`src/sv/edf_pkg.sv`:
```
// edf scheduler package: widths, mode codes, cell and scan types
// no dependencies
package edf_pkg;
  localparam int TaskCount = 32;
  localparam int TimeWidth = 16;
  localparam int SlotWidth = 6;
  localparam int FieldWidth = 16;

  typedef logic [TimeWidth-1:0] time_t;
  typedef logic [SlotWidth-1:0] slot_t;
  typedef logic [TaskCount-1:0] mask_t;

  typedef enum logic [1:0] {
    MODE_TICK  = 2'd0,
    MODE_LOAD  = 2'd1,
    MODE_DELAY = 2'd2,
    MODE_NOP   = 2'd3
  } mode_t;

  // command broadcast to every cell for one cycle
  typedef struct packed {
    logic  tick;
    logic  load;
    logic  delay;
    slot_t slot;
    time_t cost;
    time_t deadline;
    time_t period;
    time_t wait_ticks;
    slot_t running;
  } cmd_t;

  // best candidate passed down the chain
  typedef struct packed {
    logic  found;
    slot_t idx;
    time_t dl;
  } cand_t;

  // status of one cell
  typedef struct packed {
    logic ready;
    logic waiting;
  } cell_stat_t;
endpackage

```
`src/sv/edf_cell.sv`:
```
// one task slot: live counters, reload values, delay timer, chain compare
// depends on edf_pkg
module edf_cell (
  input  logic               clk,
  input  logic               rst_n,
  input  edf_pkg::slot_t     my_idx,
  input  edf_pkg::cmd_t      cmd,
  input  logic               cmd_en,
  input  logic               scan_en,
  input  edf_pkg::cand_t     cand_in,
  output edf_pkg::cand_t     cand_out,
  output edf_pkg::cell_stat_t stat
);
  import edf_pkg::*;

  time_t cost_r, dl_r, per_r, wait_r;
  time_t cost_full_r, dl_full_r, per_full_r;
  logic  rdy_r, wt_r;
  cand_t cand_r;
  time_t cost_nxt, dl_nxt, per_nxt, wait_nxt;
  logic  rdy_nxt, wt_nxt;
  logic  rdy_t, wt_t;
  logic  hit, take;

  assign hit = (cmd.slot == my_idx);

  always_comb begin
    cost_nxt = cost_r;
    dl_nxt   = dl_r;
    per_nxt  = per_r;
    wait_nxt = wait_r;
    rdy_nxt  = rdy_r;
    wt_nxt   = wt_r;
    rdy_t    = rdy_r;
    wt_t     = wt_r;
    if (cmd_en && cmd.tick) begin
      if (wt_r) begin
        if (wait_r <= time_t'(1)) begin
          wait_nxt = '0;
          wt_t     = 1'b0;
          rdy_t    = 1'b1;
        end else begin
          wait_nxt = wait_r - time_t'(1);
        end
      end
      rdy_nxt = rdy_t;
      wt_nxt  = wt_t;
      if (rdy_t || wt_t) begin
        if (cmd.running == my_idx && cost_r != '0) cost_nxt = cost_r - time_t'(1);
        dl_nxt  = dl_r - time_t'(1);
        per_nxt = per_r - time_t'(1);
        if (per_nxt == '0) begin
          cost_nxt = cost_full_r;
          dl_nxt   = dl_full_r;
          per_nxt  = per_full_r;
        end
      end
    end else if (cmd_en && cmd.load && hit) begin
      cost_nxt = cmd.cost;
      dl_nxt   = cmd.deadline;
      per_nxt  = cmd.period;
      wait_nxt = '0;
      wt_nxt   = 1'b0;
      rdy_nxt  = 1'b1;
    end else if (cmd_en && cmd.delay && cmd.running == my_idx) begin
      wait_nxt = cmd.wait_ticks;
      rdy_nxt  = 1'b0;
      wt_nxt   = 1'b1;
    end
  end

  always_ff @(posedge clk) begin
    if (!rst_n) begin
      cost_r <= '0;
      dl_r   <= '0;
      per_r  <= '0;
      wait_r <= '0;
      rdy_r  <= 1'b0;
      wt_r   <= 1'b0;
    end else begin
      cost_r <= cost_nxt;
      dl_r   <= dl_nxt;
      per_r  <= per_nxt;
      wait_r <= wait_nxt;
      rdy_r  <= rdy_nxt;
      wt_r   <= wt_nxt;
    end
  end

  always_ff @(posedge clk) begin
    if (cmd_en && cmd.load && hit) begin
      cost_full_r <= cmd.cost;
      dl_full_r   <= cmd.deadline;
      per_full_r  <= cmd.period;
    end
  end

  // chain runs from highest slot downwards
  always_comb begin
    take = 1'b0;
    if ((rdy_r || wt_r) && cost_r != '0) begin
      take = !cand_in.found || (dl_r < cand_in.dl) ||
             (dl_r == cand_in.dl && cmd.running == my_idx);
    end
  end

  always_ff @(posedge clk) begin
    if (scan_en) begin
      cand_r <= take ? cand_t'{found: 1'b1, idx: my_idx, dl: dl_r} : cand_in;
    end
  end

  assign cand_out = cand_r;
  assign stat     = '{ready: rdy_r, waiting: wt_r};
endmodule

```
`config.mk`:
```
export PLATFORM = sky130hd
export DESIGN_NAME = edf_cell
export DESIGN_NICKNAME = d
export VERILOG_FILES = /design/src/sv/edf_pkg.sv /design/src/sv/edf_cell.sv
export SDC_FILE = /design/constraint.sdc
export NUM_CORES = 1
export LEC_CHECK = 0
export ABC_AREA = 1
export BUFFER_PORTS_ARGS = -buffer_cell sky130_fd_sc_hd__buf_2
export CAP_MARGIN = 20
export CORE_ASPECT_RATIO = 2
export CORE_MARGIN = 2
export CORE_UTILIZATION = 34
export CTS_CLUSTER_DIAMETER = 50
export CTS_CLUSTER_SIZE = 16
export DETAILED_ROUTE_END_ITERATION = 8
export PLACE_DENSITY_LB_ADDON = 0.2
export SYNTH_ARGS = -nofsm -noshare
export SYNTH_HDL_FRONTEND = slang
export SYNTH_SLANG_ARGS = --single-unit
```
`constraint.sdc`:
```
create_clock -name clk -period 5.2 [get_ports clk]
set_clock_uncertainty 0.05 [all_clocks]
set_input_delay 1.04 -clock clk [delete_from_list [all_inputs] [get_ports clk]]
set_output_delay 1.04 -clock clk [all_outputs]
set_load 0.03 [all_outputs]
```
==> results.yml <==
synthesis:
  yosysTopAreaCellShare_pct: 25.8
  synth_nets: 1281
  ys_seq_elements: 137
  avgSynthCellArea_um2: 7.21
  syn_inst: 1147
  synth_ff_type: "edfxtp_1"
  ys_seq_area_share_pct: 41.8
  yosysMostFrequentCell: "nand2_1"
  yosys_warnings: 0
  synth_common_cells: "294 x nand2_1, 156 x nor2_1, 135 x inv_1"
  synthDistinctLibCells: 39
  yosys-top-cells-area: "edfxtp_1 26%, dfxtp_1 16%, nand2_1 13%, nor2_1 7.1%, inv_1 6.1%"
  async_flop_share_pct: 0
  syn_area_um2: 8270
  synth_edf_count: 71
  synth_top_cell_by_area: "edfxtp_1"
global_route:
  grt_most_used_layer: "met2"
  grt_first_pass_wirelength_mm: 39.2
  grt_util_met2_pct: 38.0
  antenna_found_initial: 2
  grt_use_met1_pct: 20.3
  grtUsageMet3_pct: 3.77
  first_global_vias: 7817
  overflow: 0
  grt_usage_pct: 19.8
  grt_max_degree: 53
clock_network:
  ctsRootBufferMaster: "clkbuf_16"
  postCtsSetupRepairBufs: 0
  hold_buffers: 0
  clk_pin_slew_ns: 0.06
  cts_buffer_depth: 2
  htree_levels: 4
  worstSkewPairLatency_ns: 0.44
  clock-sinks: 137
  postCtsResizedCells: 0
  cts_tree: "done"
  cts_made_buffers: 17
setup_path:
  r2r-end: "cand_out[22]"
  r2r.worst_path.cells: 12
  r2r_start: "cost_r[0]"
  start_kind: "input port"
  worstPathRequired_ns: 5.34
  crit_path_end_kind: "flip-flop"
  rrSetupSlack_ns: 2.03
  critPathMaxFanout: 23
  arrival_ns: 3.41
  timing_worst_setup_path_type: "in2reg"
power:
  leakage_nw: 4.67
  power.density_cell_area_nw_per_um2: 306
  irDropWorstVdd_v: 0.000189
sta:
  slew_headroom_pct: 30.2
  fin_crit_ns: 3.27
  setup_viol: 0
  final_hold_viol_count: 0
  tightest_slew_ns: 1.05
  setup_tns_ns: 0
  maxSlewViolCount: 0
  worst_slack_ns: 1.93
  grt_setup_unrepaired: "false"
  max_freq_ghz: 0.306
  period_share_pct: 62.9
place:
  gp_congestion: 0.908
  io_buffers: 136
  hpwl_mm: 17.1
  place_ws_ns: 1.36
worst_hold_path:
  hold_depth: 1
  hp-class: "reg2reg"
final_layout:
  final_nets: 1400
  diodes: 0
  synthToLayoutAreaGrowth_pct: 18.7
  final_util_pct: 41.0
  drive_gt1_share_pct: 16.0
floorplanning:
  rows: 80
  core_um2: 23900
  die_y_um: 225
  ios: 137
  die_w_um: 114
  die-area_um2: 25700
  initial_utilization_pct: 34.6
run:
  cap_viol_max_count: 0
drt:
  avgRoutedWirePerCell_um: 15.6
  viasPerCell: 4.97
  wirelength_mm: 24.5
  dr_total_vias: 7788
  drtIter0Drc: 312
  drtPass1Iterations: 5
  route.detailed.drc: 0
  detail-route-antenna-nets: 0
status:
  outcome: "complete, no violations"
-- routing by layer --
metal | routed length [um] | share of wire (%)
met2 | 13400 | 55
met5 | 12 | 0.049
met3 | 909 | 3.7
met1 | 9460 | 39
met4 | 741 | 3.0
-- metrics by stage --
step	power [mW]	std cells	cell area [um^2]	hold WS (ns)
2_1_floorplan	1.61	1147	8270	0.411
3_3_place_gp	1.79	1532	9190	0.424
4_1_cts	3.04	1564	9780	0.446
5_1_grt	3.16	1566	9820	0.470
3_5_place_dp	1.80	1532	9190	0.431
6_report	3.00	1566	9820	0.444
-- critical path, cell delays in order --
cell and delay (ns):
buf_2 0.12, or2_2 0.29, a21oi_1 0.22, nand3_1 0.30, inv_1 0.15, a41oi_1 0.11
nand2_1 0.09, buf_4 0.26, nand2_1 0.53, nand2_1 0.22, nand2_1 0.07
-- layout by cell type (no fill, tap or decap), types with 2 or more instances in the layout --
cell type	netlist	layout
nand2_1	294	293
nor2_1	156	155
buf_2	15	136
inv_1	135	135
nand3_1	88	88
a21oi_1	83	83
edfxtp_1	71	71
dfxtp_1	66	66
o21ai_0	53	53
xor2_1	35	35
ha_1	22	22
nand3b_1	18	18
clkbuf_16	0	17
buf_4	3	12
a211oi_1	11	11
xnor2_1	10	10
nor3_1	9	9
nand4_1	8	8
nor2_2	7	7
clkinv_2	0	6
or2_2	5	5
nand2_2	4	5
o21ai_1	4	4
nand2_4	3	3
bufinv_16	0	3
o21a_1	2	2
nor2_4	1	2
clkinvlp_4	0	2
clkinv_4	0	2
-- final cells by class --
class / count / area [um^2]
clock buffers: 18 / 429
clock inverters: 14 / 156
fillers: 2534 / 14100
inverters: 135 / 507
multi-input cells: 825 / 4100
flip-flops and latches: 137 / 3450
well taps: 287 / 359
repair buffers: 150 / 810
-- cells by family after synthesis --
logic type	synth area share [%]
and+or+nand+nor	31.0
buffers and inverters	8.85
AOI/OAI and AO/OA	10.3
DFF	41.8
xor gates and xnor gates	4.77
adders and majority gates	3.33
-- worst max-delay path by stage --
stage	start	slack (ns)	cells past startpoint	end
2_1_floorplan	my_idx[0]	0.53	13	cost_r[0]
5_1_grt	my_idx[1]	1.60	11	cand_out[21]
6_report	my_idx[1]	1.93	11	cand_out[16]
3_3_place_gp	my_idx[1]	1.41	11	cand_out[16]
4_1_cts	per_r[0]	1.79	15	cost_r[1]
3_5_place_dp	my_idx[1]	1.36	11	cand_out[16]
-- where the power goes --
part	total (mW)	internal, mW	switching, mW
combinational	0.556	0.198	0.358
clock	1.23	0.746	0.485
sequential	1.22	1.18	0.0394
-- sequential cells by signal, summed over array words and instances (netlist names), named ones only --
name and cells:
cost_r 16, dl_full_r 16, wt_r 1, per_full_r 16, per_r 16, cand_out 23
cost_full_r 16, wait_r 16, dl_r 16
(Power assumes the default switching activity.)
